<file path="config.mk">
export PLATFORM = sky130hd
export DESIGN_NAME = frame_diff_motion_bounds
export DESIGN_NICKNAME = d
export VERILOG_FILES = /design/src/hw/rtl/fdmb_pkg.sv /design/src/hw/rtl/frame_diff_motion_bounds.sv /design/src/hw/rtl/fdmb_regs.sv /design/src/hw/rtl/fdmb_dp.sv /design/src/hw/rtl/fdmb_ctrl.sv
export SDC_FILE = /design/constraint.sdc
export NUM_CORES = 1
export LEC_CHECK = 0
export BUFFER_PORTS_ARGS = -buffer_cell sky130_fd_sc_hd__buf_4
export CAP_MARGIN = 20
export CORE_MARGIN = 3
export CORE_UTILIZATION = 25
export CTS_CLUSTER_DIAMETER = 50
export DETAILED_ROUTE_END_ITERATION = 16
export PLACE_DENSITY_LB_ADDON = 0.12
export SETUP_SLACK_MARGIN = 0.02
export SYNTH_ARGS = -nofsm -noshare
export SYNTH_HDL_FRONTEND = slang
export SYNTH_SLANG_ARGS = --single-unit
</file>
<file path="constraint.sdc">
create_clock -name clk -period 5.31 [get_ports clk]
set_input_delay 1.593 -clock clk [delete_from_list [all_inputs] [get_ports clk]]
set_output_delay 1.593 -clock clk [all_outputs]
set_load 0.01 [all_outputs]
</file>
<file path="src/hw/rtl/fdmb_pkg.sv">
// Shared types and constants for the frame difference motion bounds block.
package fdmb_pkg;

    localparam int COORD_BITS     = 12;
    localparam int COUNT_BITS     = 25;
    localparam int GRAY_BITS      = 8;
    localparam int PCT_BITS       = 7;
    localparam int QUO_BITS       = PCT_BITS + 1;
    localparam int REM_BITS       = COUNT_BITS + PCT_BITS;
    localparam int STEP_BITS      = $clog2(QUO_BITS);
    localparam int CFG_DATA_BITS  = COUNT_BITS;
    localparam int CFG_INDEX_BITS = 3;

    localparam logic [PCT_BITS-1:0] PCT_FULL = PCT_BITS'(100);

    typedef enum logic [CFG_INDEX_BITS-1:0] {
        REG_DIFF_THR,
        REG_PCT_THR,
        REG_DIVISOR,
        REG_BOX_MIN_X,
        REG_BOX_MAX_X,
        REG_BOX_MIN_Y,
        REG_BOX_MAX_Y,
        REG_USE_MASK
    } cfg_index_t;

    typedef struct packed {
        logic [GRAY_BITS-1:0]  diff_threshold;
        logic [PCT_BITS-1:0]   percent_threshold;
        logic [COUNT_BITS-1:0] divisor_count;
        logic [COORD_BITS-1:0] box_min_x;
        logic [COORD_BITS-1:0] box_max_x;
        logic [COORD_BITS-1:0] box_min_y;
        logic [COORD_BITS-1:0] box_max_y;
        logic                  use_mask;
    } cfg_t;

    typedef struct packed {
        logic [COORD_BITS-1:0] pix_x;
        logic [COORD_BITS-1:0] pix_y;
        logic [GRAY_BITS-1:0]  prev_gray;
        logic [GRAY_BITS-1:0]  curr_gray;
        logic                  mask_bit;
        logic                  frame_end;
    } pix_word_t;

    typedef struct packed {
        logic [PCT_BITS-1:0]   change_percent;
        logic                  motion_flag;
        logic [COORD_BITS-1:0] left_x;
        logic [COORD_BITS-1:0] right_x;
        logic [COORD_BITS-1:0] top_y;
        logic [COORD_BITS-1:0] bottom_y;
    } res_word_t;

    typedef enum logic [1:0] {
        ST_ACCUM,
        ST_SCALE,
        ST_DIVIDE,
        ST_EMIT
    } ctrl_state_t;

    typedef struct packed {
        logic take_pixel;
        logic load_scale;
        logic div_step;
        logic load_result;
    } dp_cmd_t;

    typedef struct packed {
        logic frame_end;
    } dp_stat_t;

endpackage

</file>
<file path="src/hw/rtl/frame_diff_motion_bounds.sv">
// Top level of the frame difference motion detector with changed-pixel bounds.
//
// Usage:
//   pix channel (pix_valid/pix_ready/pix) carries one word per pixel: column, row,
//   previous and current gray value, mask bit and end-of-frame mark. Pixels are
//   taken one per cycle while the block is accumulating a frame.
//   res channel (res_valid/res_ready/res) carries one word per frame: percent of
//   changed pixels, motion flag and the bounding box of changed pixels.
//   The cfg port (cfg_we, cfg_index, cfg_data) writes one register per cycle;
//   write only while no frame is in flight.
// Timing:
//   After the end-of-frame pixel the percent is computed by a restoring divider
//   that yields one quotient bit per cycle: a scaling step, eight divide steps
//   and a load step; pix_ready stays low until the result has been loaded.
//   The result register frees the input: the next frame streams in while a
//   result waits; only loading the next result waits for that one to be taken.
// Reset:
//   Configuration registers return to their defaults, no result is pending and
//   the next pixel opens a new frame.
module frame_diff_motion_bounds
    import fdmb_pkg::*;
(
    input  logic                      clk,
    input  logic                      rst_n,
    input  logic                      pix_valid,
    output logic                      pix_ready,
    input  pix_word_t                 pix,
    output logic                      res_valid,
    input  logic                      res_ready,
    output res_word_t                 res,
    input  logic                      cfg_we,
    input  logic [CFG_INDEX_BITS-1:0] cfg_index,
    input  logic [CFG_DATA_BITS-1:0]  cfg_data
);

    cfg_t     cfg;
    dp_cmd_t  cmd;
    dp_stat_t stat;

    fdmb_regs u_regs (
        .clk       (clk),
        .rst_n     (rst_n),
        .cfg_we    (cfg_we),
        .cfg_index (cfg_index),
        .cfg_data  (cfg_data),
        .cfg       (cfg)
    );

    fdmb_ctrl u_ctrl (
        .clk       (clk),
        .rst_n     (rst_n),
        .pix_valid (pix_valid),
        .pix_ready (pix_ready),
        .res_valid (res_valid),
        .res_ready (res_ready),
        .stat      (stat),
        .cmd       (cmd)
    );

    fdmb_dp u_dp (
        .clk   (clk),
        .rst_n (rst_n),
        .cfg   (cfg),
        .pix   (pix),
        .cmd   (cmd),
        .stat  (stat),
        .res   (res)
    );

    a_percent_in_range: assert property (@(posedge clk) disable iff (!rst_n)
        res_valid |-> (res.change_percent <= PCT_FULL))
        else $error("percent above full scale");

endmodule

</file>
<file path="src/hw/rtl/fdmb_regs.sv">
// Configuration register file of the motion bounds block.
module fdmb_regs
    import fdmb_pkg::*;
(
    input  logic                      clk,
    input  logic                      rst_n,
    input  logic                      cfg_we,
    input  logic [CFG_INDEX_BITS-1:0] cfg_index,
    input  logic [CFG_DATA_BITS-1:0]  cfg_data,
    output cfg_t                      cfg
);

    cfg_t cfg_reg;
    cfg_t cfg_next;

    always_comb
    begin
        cfg_next = cfg_reg;
        if (cfg_we)
        begin
            case (cfg_index_t'(cfg_index))
                REG_DIFF_THR:  cfg_next.diff_threshold    = cfg_data[GRAY_BITS-1:0];
                REG_PCT_THR:   cfg_next.percent_threshold = cfg_data[PCT_BITS-1:0];
                REG_DIVISOR:   cfg_next.divisor_count     = cfg_data[COUNT_BITS-1:0];
                REG_BOX_MIN_X: cfg_next.box_min_x         = cfg_data[COORD_BITS-1:0];
                REG_BOX_MAX_X: cfg_next.box_max_x         = cfg_data[COORD_BITS-1:0];
                REG_BOX_MIN_Y: cfg_next.box_min_y         = cfg_data[COORD_BITS-1:0];
                REG_BOX_MAX_Y: cfg_next.box_max_y         = cfg_data[COORD_BITS-1:0];
                REG_USE_MASK:  cfg_next.use_mask          = cfg_data[0];
                default:       cfg_next = cfg_reg;
            endcase
        end
    end

    always_ff @(posedge clk or negedge rst_n)
    begin
        if (!rst_n)
        begin
            cfg_reg <= '{
                diff_threshold:    '0,
                percent_threshold: PCT_FULL,
                divisor_count:     COUNT_BITS'(1),
                box_min_x:         '0,
                box_max_x:         '0,
                box_min_y:         '0,
                box_max_y:         '0,
                use_mask:          1'b0
            };
        end
        else
        begin
            cfg_reg <= cfg_next;
        end
    end

    assign cfg = cfg_reg;

endmodule

</file>
<file path="src/hw/rtl/fdmb_dp.sv">
// Datapath: pixel test, count and bounds tracking, percent divider, result register.
module fdmb_dp
    import fdmb_pkg::*;
(
    input  logic      clk,
    input  logic      rst_n,
    input  cfg_t      cfg,
    input  pix_word_t pix,
    input  dp_cmd_t   cmd,
    output dp_stat_t  stat,
    output res_word_t res
);

    logic                  rearm_reg, rearm_next;
    logic [COUNT_BITS-1:0] count_reg, count_next;
    logic [COORD_BITS-1:0] min_x_reg, min_x_next;
    logic [COORD_BITS-1:0] max_x_reg, max_x_next;
    logic [COORD_BITS-1:0] min_y_reg, min_y_next;
    logic [COORD_BITS-1:0] max_y_reg, max_y_next;
    logic [REM_BITS-1:0]   rem_reg, rem_next;
    logic [REM_BITS-1:0]   dsr_reg, dsr_next;
    logic [QUO_BITS-1:0]   quo_reg, quo_next;
    res_word_t             res_reg, res_next;

    logic [COUNT_BITS-1:0] count_base;
    logic [COORD_BITS-1:0] min_x_base, max_x_base, min_y_base, max_y_base;
    logic [GRAY_BITS-1:0]  abs_diff;
    logic                  in_box;
    logic                  changed;
    logic [REM_BITS-1:0]   count_wide;
    logic [REM_BITS-1:0]   scaled;
    logic [COUNT_BITS-1:0] divisor_eff;
    logic                  rem_ge;
    logic [PCT_BITS-1:0]   pct;

    always_comb
    begin
        count_base = rearm_reg ? '0 : count_reg;
        min_x_base = rearm_reg ? cfg.box_max_x : min_x_reg;
        max_x_base = rearm_reg ? cfg.box_min_x : max_x_reg;
        min_y_base = rearm_reg ? cfg.box_max_y : min_y_reg;
        max_y_base = rearm_reg ? cfg.box_min_y : max_y_reg;

        abs_diff = (pix.curr_gray >= pix.prev_gray) ? (pix.curr_gray - pix.prev_gray)
                                                    : (pix.prev_gray - pix.curr_gray);
        in_box   = (pix.pix_x >= cfg.box_min_x) && (pix.pix_x <= cfg.box_max_x) &&
                   (pix.pix_y >= cfg.box_min_y) && (pix.pix_y <= cfg.box_max_y);
        changed  = in_box && (!cfg.use_mask || pix.mask_bit) &&
                   (abs_diff >= cfg.diff_threshold);

        count_wide  = REM_BITS'(count_reg);
        scaled      = (count_wide << 6) + (count_wide << 5) + (count_wide << 2);
        divisor_eff = (cfg.divisor_count == '0) ? COUNT_BITS'(1) : cfg.divisor_count;
        rem_ge      = (rem_reg >= dsr_reg);
        pct         = (quo_reg > QUO_BITS'(PCT_FULL)) ? PCT_FULL : quo_reg[PCT_BITS-1:0];

        rearm_next = rearm_reg;
        count_next = count_reg;
        min_x_next = min_x_reg;
        max_x_next = max_x_reg;
        min_y_next = min_y_reg;
        max_y_next = max_y_reg;
        rem_next   = rem_reg;
        dsr_next   = dsr_reg;
        quo_next   = quo_reg;
        res_next   = res_reg;

        if (cmd.take_pixel)
        begin
            rearm_next = pix.frame_end;
            count_next = (changed && (count_base != '1)) ? count_base + COUNT_BITS'(1)
                                                          : count_base;
            min_x_next = (changed && (pix.pix_x < min_x_base)) ? pix.pix_x : min_x_base;
            max_x_next = (changed && (pix.pix_x > max_x_base)) ? pix.pix_x : max_x_base;
            min_y_next = (changed && (pix.pix_y < min_y_base)) ? pix.pix_y : min_y_base;
            max_y_next = (changed && (pix.pix_y > max_y_base)) ? pix.pix_y : max_y_base;
        end

        if (cmd.load_scale)
        begin
            rem_next = scaled;
            dsr_next = REM_BITS'(divisor_eff) << (QUO_BITS - 1);
            quo_next = '0;
        end

        if (cmd.div_step)
        begin
            if (rem_ge)
            begin
                rem_next = rem_reg - dsr_reg;
            end
            dsr_next = dsr_reg >> 1;
            quo_next = {quo_reg[QUO_BITS-2:0], rem_ge};
        end

        if (cmd.load_result)
        begin
            res_next.change_percent = pct;
            res_next.motion_flag    = (pct >= cfg.percent_threshold);
            res_next.left_x         = min_x_reg;
            res_next.right_x        = max_x_reg;
            res_next.top_y          = min_y_reg;
            res_next.bottom_y       = max_y_reg;
        end
    end

    always_ff @(posedge clk or negedge rst_n)
    begin
        if (!rst_n)
        begin
            rearm_reg <= 1'b1;
        end
        else
        begin
            rearm_reg <= rearm_next;
        end
    end

    always_ff @(posedge clk)
    begin
        count_reg <= count_next;
        min_x_reg <= min_x_next;
        max_x_reg <= max_x_next;
        min_y_reg <= min_y_next;
        max_y_reg <= max_y_next;
        rem_reg   <= rem_next;
        dsr_reg   <= dsr_next;
        quo_reg   <= quo_next;
        res_reg   <= res_next;
    end

    assign stat.frame_end = pix.frame_end;
    assign res            = res_reg;

endmodule

</file>
<file path="src/hw/rtl/fdmb_ctrl.sv">
// Controller: pixel intake, divide sequencing and result handshake.
module fdmb_ctrl
    import fdmb_pkg::*;
(
    input  logic     clk,
    input  logic     rst_n,
    input  logic     pix_valid,
    output logic     pix_ready,
    output logic     res_valid,
    input  logic     res_ready,
    input  dp_stat_t stat,
    output dp_cmd_t  cmd
);

    ctrl_state_t          state_reg, state_next;
    logic [STEP_BITS-1:0] step_reg, step_next;
    logic                 res_valid_reg, res_valid_next;
    logic                 slot_free;

    assign slot_free = !res_valid_reg || res_ready;

    always_comb
    begin
        state_next = state_reg;
        step_next  = step_reg;
        case (state_reg)
            ST_ACCUM:
            begin
                if (pix_valid && stat.frame_end)
                begin
                    state_next = ST_SCALE;
                end
            end
            ST_SCALE:
            begin
                state_next = ST_DIVIDE;
                step_next  = STEP_BITS'(QUO_BITS - 1);
            end
            ST_DIVIDE:
            begin
                if (step_reg == '0)
                begin
                    state_next = ST_EMIT;
                end
                else
                begin
                    step_next = step_reg - STEP_BITS'(1);
                end
            end
            ST_EMIT:
            begin
                if (slot_free)
                begin
                    state_next = ST_ACCUM;
                end
            end
            default:
            begin
                state_next = ST_ACCUM;
            end
        endcase
    end

    always_comb
    begin
        cmd       = '0;
        pix_ready = 1'b0;
        case (state_reg)
            ST_ACCUM:
            begin
                pix_ready      = 1'b1;
                cmd.take_pixel = pix_valid;
            end
            ST_SCALE:
            begin
                cmd.load_scale = 1'b1;
            end
            ST_DIVIDE:
            begin
                cmd.div_step = 1'b1;
            end
            ST_EMIT:
            begin
                cmd.load_result = slot_free;
            end
            default:
            begin
                cmd = '0;
            end
        endcase
    end

    assign res_valid_next = cmd.load_result || (res_valid_reg && !res_ready);

    always_ff @(posedge clk or negedge rst_n)
    begin
        if (!rst_n)
        begin
            state_reg     <= ST_ACCUM;
            step_reg      <= '0;
            res_valid_reg <= 1'b0;
        end
        else
        begin
            state_reg     <= state_next;
            step_reg      <= step_next;
            res_valid_reg <= res_valid_next;
        end
    end

    assign res_valid = res_valid_reg;

    a_frame_end_starts_divide: assert property (@(posedge clk) disable iff (!rst_n)
        (pix_valid && pix_ready && stat.frame_end) |=> (state_reg == ST_SCALE))
        else $error("frame end did not start the divide");

    a_scale_arms_steps: assert property (@(posedge clk) disable iff (!rst_n)
        (state_reg == ST_SCALE) |=>
            (state_reg == ST_DIVIDE && step_reg == STEP_BITS'(QUO_BITS - 1)))
        else $error("divide not armed with full step count");

    a_load_only_when_free: assert property (@(posedge clk) disable iff (!rst_n)
        cmd.load_result |-> (!res_valid || res_ready))
        else $error("result overwritten before it was taken");

    a_load_raises_valid: assert property (@(posedge clk) disable iff (!rst_n)
        cmd.load_result |=> res_valid)
        else $error("loaded result not presented");

endmodule
</file>
==> results.sh <==
export IMPL_status="complete, but fails checks"
export IMPL_violations="setup timing"
export IMPL_portBuffers=132
export IMPL_maxCapViolCount=0
export IMPL_num_io_pins=133
export IMPL_clkPwrFrac_pct=23.4
export IMPL_synth_seq_area_share_pct=43.2
export IMPL_vias=13800
export IMPL_power_switching_mw=5.81
export IMPL_synth_cell_type_count=74
export IMPL_finalPower_mw=14.4
export IMPL_rsz0062_at_grt="true"
export IMPL_firstDrtPassIters=4
export IMPL_syn_inst=1741
export IMPL_cts_max_level=2
export IMPL_ys_warnings_count=0
export IMPL_drt_iter0_drc=603
export IMPL_hold_start="u_dp.max_y_reg[2]"
export IMPL_finalCritPeriodShare_pct=106
export IMPL_r2r_cells=10
export IMPL_grt_pass1_wl_um=84900
export IMPL_combPwrFrac_pct=47.7
export IMPL_synth_edf_count=168
export IMPL_routed_wl_um=54500
export IMPL_final_common_cell="buf_4"
export IMPL_area_growth_pct=25.7
export IMPL_hold_viol=0
export IMPL_rows=99
export IMPL_globalRouteOverflowTotal=0
export IMPL_worstReg2RegEnd="u_dp.count_reg[18]"
export IMPL_drive_gt1_share_pct=24.3
export IMPL_power_share_switching_pct=40.2
export IMPL_synthesis_area_per_instance_um2=10.8
export IMPL_worst_ep_required_time_ns=5.64
export IMPL_fin_skew_ns=0.0267
export IMPL_routed_via_density=4.64
export IMPL_synth_seq_cells=297
export IMPL_grt_pass1_vias=14400
export IMPL_clk_pin_slew_worst_paths_ns=0.06
export IMPL_wl_per_cell_um=18.4
export IMPL_drc_errors=0
export IMPL_post_route_min_period_ns=5.63
export IMPL_final_setup_worst_slack_ns=-0.321
export IMPL_min_path_cells=0
export IMPL_initial_core_util_pct=25.5
export IMPL_grt_max_degree=64
export IMPL_hold_buffers=0
export IMPL_critPathCaptureType="register"
export IMPL_r2r_start="u_dp.count_reg[5]"
export IMPL_whs_endpoint="u_dp.res[2]"
export IMPL_cp_arrival_ns=5.97
export IMPL_root_buffer="clkbuf_16"
export IMPL_fin_util_pct=32.0
export IMPL_max_vdd_ir_drop_uv=292
export IMPL_nets=2252
export IMPL_final_cell_mix="190 x buf_4, 189 x ha_1, 168 x edfxtp_1"
export IMPL_worst_pin_slew_ns=1.04
export IMPL_die_width_um=280
export IMPL_rrSetupSlack_ns=1.35
export IMPL_power_density_mw_per_mm2=612
export IMPL_leakage_nw=10.1
export IMPL_cts_num_sinks=297
export IMPL_fmax_mhz=178
export IMPL_slew_headroom_pct=30.5
export IMPL_antenna_found_initial=5
export IMPL_cp_start_kind="input port"
export IMPL_synth_nets=2033
export IMPL_finalSetupViolCount=72
export IMPL_place_congestion=0.788
export IMPL_slew_viol_final=0
export IMPL_cts_buffers=53
export IMPL_cts_tree="built"
export IMPL_core_area_mm2=0.0737
export IMPL_p_int_mw=8.63
export IMPL_critPathMaxFanout=5
export IMPL_worstSetupPathType="in2reg"
export IMPL_clock_latency_ns=0.59
export IMPL_synthFlopType="edfxtp_1"
export IMPL_hp_class="reg2reg"
export IMPL_ant_nets=0
export IMPL_die_area_mm2=0.0784
export IMPL_synth_cell_area_mm2=0.0188
export IMPL_grt_util_all_layers_pct=13.9
export IMPL_die_h_um=280
export IMPL_largest_reg_flops=89
export IMPL_async_reset_ff_share_pct=32.3
export IMPL_seqPwrFrac_pct=28.9
export IMPL_cts_max_path_buffers=3
export IMPL_dpl_hpwl_um=39700
how the worst max path moves through the flow:
| stage | start | slack (ns) | cells after the start | end |
|---|---|---|---|---|
| final | pix[2] | -0.32 | 25 | u_dp.count_reg[11] |
| after global routing | pix[2] | -0.52 | 25 | u_dp.count_reg[19] |
| after CTS | pix[2] | -0.37 | 25 | u_dp.count_reg[19] |
| after detailed placement | pix[2] | -1.31 | 25 | u_dp.count_reg[11] |
| after global placement | pix[2] | -1.26 | 25 | u_dp.count_reg[7] |
| after floorplan | pix[2] | -0.82 | 23 | u_dp.count_reg[19] |
critical path, cell delays in order:
cell and delay, ns:
buf_12 0.11, inv_12 0.04, ha_4 0.13, inv_2 0.03
fa_2 0.33, a21o_1 0.17, a21oi_2 0.15, a32oi_2 0.14
a31oi_2 0.22, mux2_4 0.33, a22oi_2 0.17, and4_4 0.26
nor3_4 0.05, nor4_2 0.13, a311oi_1 0.09, ha_1 0.29
o21a_1 0.13, o221ai_2 0.10, a2111o_1 0.33, a211oi_4 0.19
buf_6 0.15, and4_4 0.24, buf_6 0.14, nand4_1 0.12
mux2_2 0.30
synth_stat cells (5+ instances only):
cell type | count | share of area, %
nor2_1 | 89 | 1.8
a21oi_1 | 106 | 2.8
a31oi_1 | 11 | 0.37
o21a_1 | 16 | 0.64
nor3_1 | 22 | 0.59
o211ai_1 | 5 | 0.20
a211oi_1 | 11 | 0.44
nand4_1 | 32 | 1.1
nand3_1 | 24 | 0.64
ha_1 | 192 | 13
xnor2_1 | 40 | 1.9
nand2_1 | 92 | 1.8
fa_1 | 25 | 2.7
o21bai_1 | 9 | 0.36
nor4_1 | 8 | 0.27
edfxtp_1 | 168 | 27
inv_1 | 155 | 3.1
mux2_2 | 102 | 6.1
a21o_1 | 57 | 2.3
o31ai_1 | 7 | 0.28
and2_1 | 20 | 0.67
mux2i_1 | 95 | 5.1
o21ai_0 | 103 | 2.7
dfrtp_1 | 91 | 12
dfstp_2 | 5 | 0.70
and3_1 | 10 | 0.33
nor2b_1 | 36 | 1.2
buf_1 | 11 | 0.22
nand2b_1 | 29 | 0.97
xor2_1 | 29 | 1.4
or2_2 | 5 | 0.17
dfxtp_1 | 33 | 3.5
clkbuf_1 | 33 | 0.66
and4_1 | 5 | 0.23
cell families (layout without fill, tap and decap cells):
family	count (synthesis)	in the layout	share of synthesized area [%]
adder cells (fa/ha/maj)	217	217	15.5
XOR/XNOR	69	69	3.22
multiplexers	199	199	11.3
other	0	2	0
buffers and inverters	205	468	4.16
flip-flops	297	297	43.2
AND/OR/NAND/NOR	392	392	10.7
AO/OA/AOI/OAI	362	362	11.9
routing by layer:
layer	part of all wire, %	global-route usage [%]
met3	4.0	2.66
met4	2.2	3.58
met1	47	18.4
met5	0.062	0
met2	47	23.2
final cells by class:
type | instances | area [um^2]
antenna | 2 | 5.00
clock buffer | 60 | 1400
clock inverter | 39 | 359
fill | 7460 | 50100
inverter | 155 | 594
multi-input combinational | 1239 | 10200
sequential | 297 | 8120
tap | 959 | 1200
timing repair buffer | 214 | 1730
power groups by stage:
stage	Sequential, mW	Clock, mW	Combinational [mW]
floorplan	3.93	0	5.10
global placement	4.23	0	6.85
detailed placement	4.23	0	6.91
CTS	4.20	3.50	7.00
global route	4.29	3.59	7.80
finish	4.17	3.38	6.88
stage by stage:
| stage | hold slack [ns] | TNS, ns | setup slack [ns] | area, um^2 | cells |
|---|---|---|---|---|---|
| finish | 0.449 | -10.88 | -0.321 | 23600 | 2965 |
| global route | 0.473 | -26.54 | -0.523 | 23600 | 2963 |
| CTS | 0.457 | -15.47 | -0.366 | 23400 | 2959 |
| detailed placement | 0.445 | -85.46 | -1.31 | 21400 | 2851 |
| global placement | 0.448 | -83.19 | -1.26 | 21400 | 2851 |
| floorplan | 0.422 | -41.11 | -0.824 | 18900 | 1741 |
timing repair:
action	CTS	global route
endpoints found under the hold margin	0	0
pin swaps	6	7
endpoints found under the setup margin	73	73
gates resized for setup	34	39
gates cloned	4	0
buffers inserted	5	5
Power figures use the tool's default switching activity.
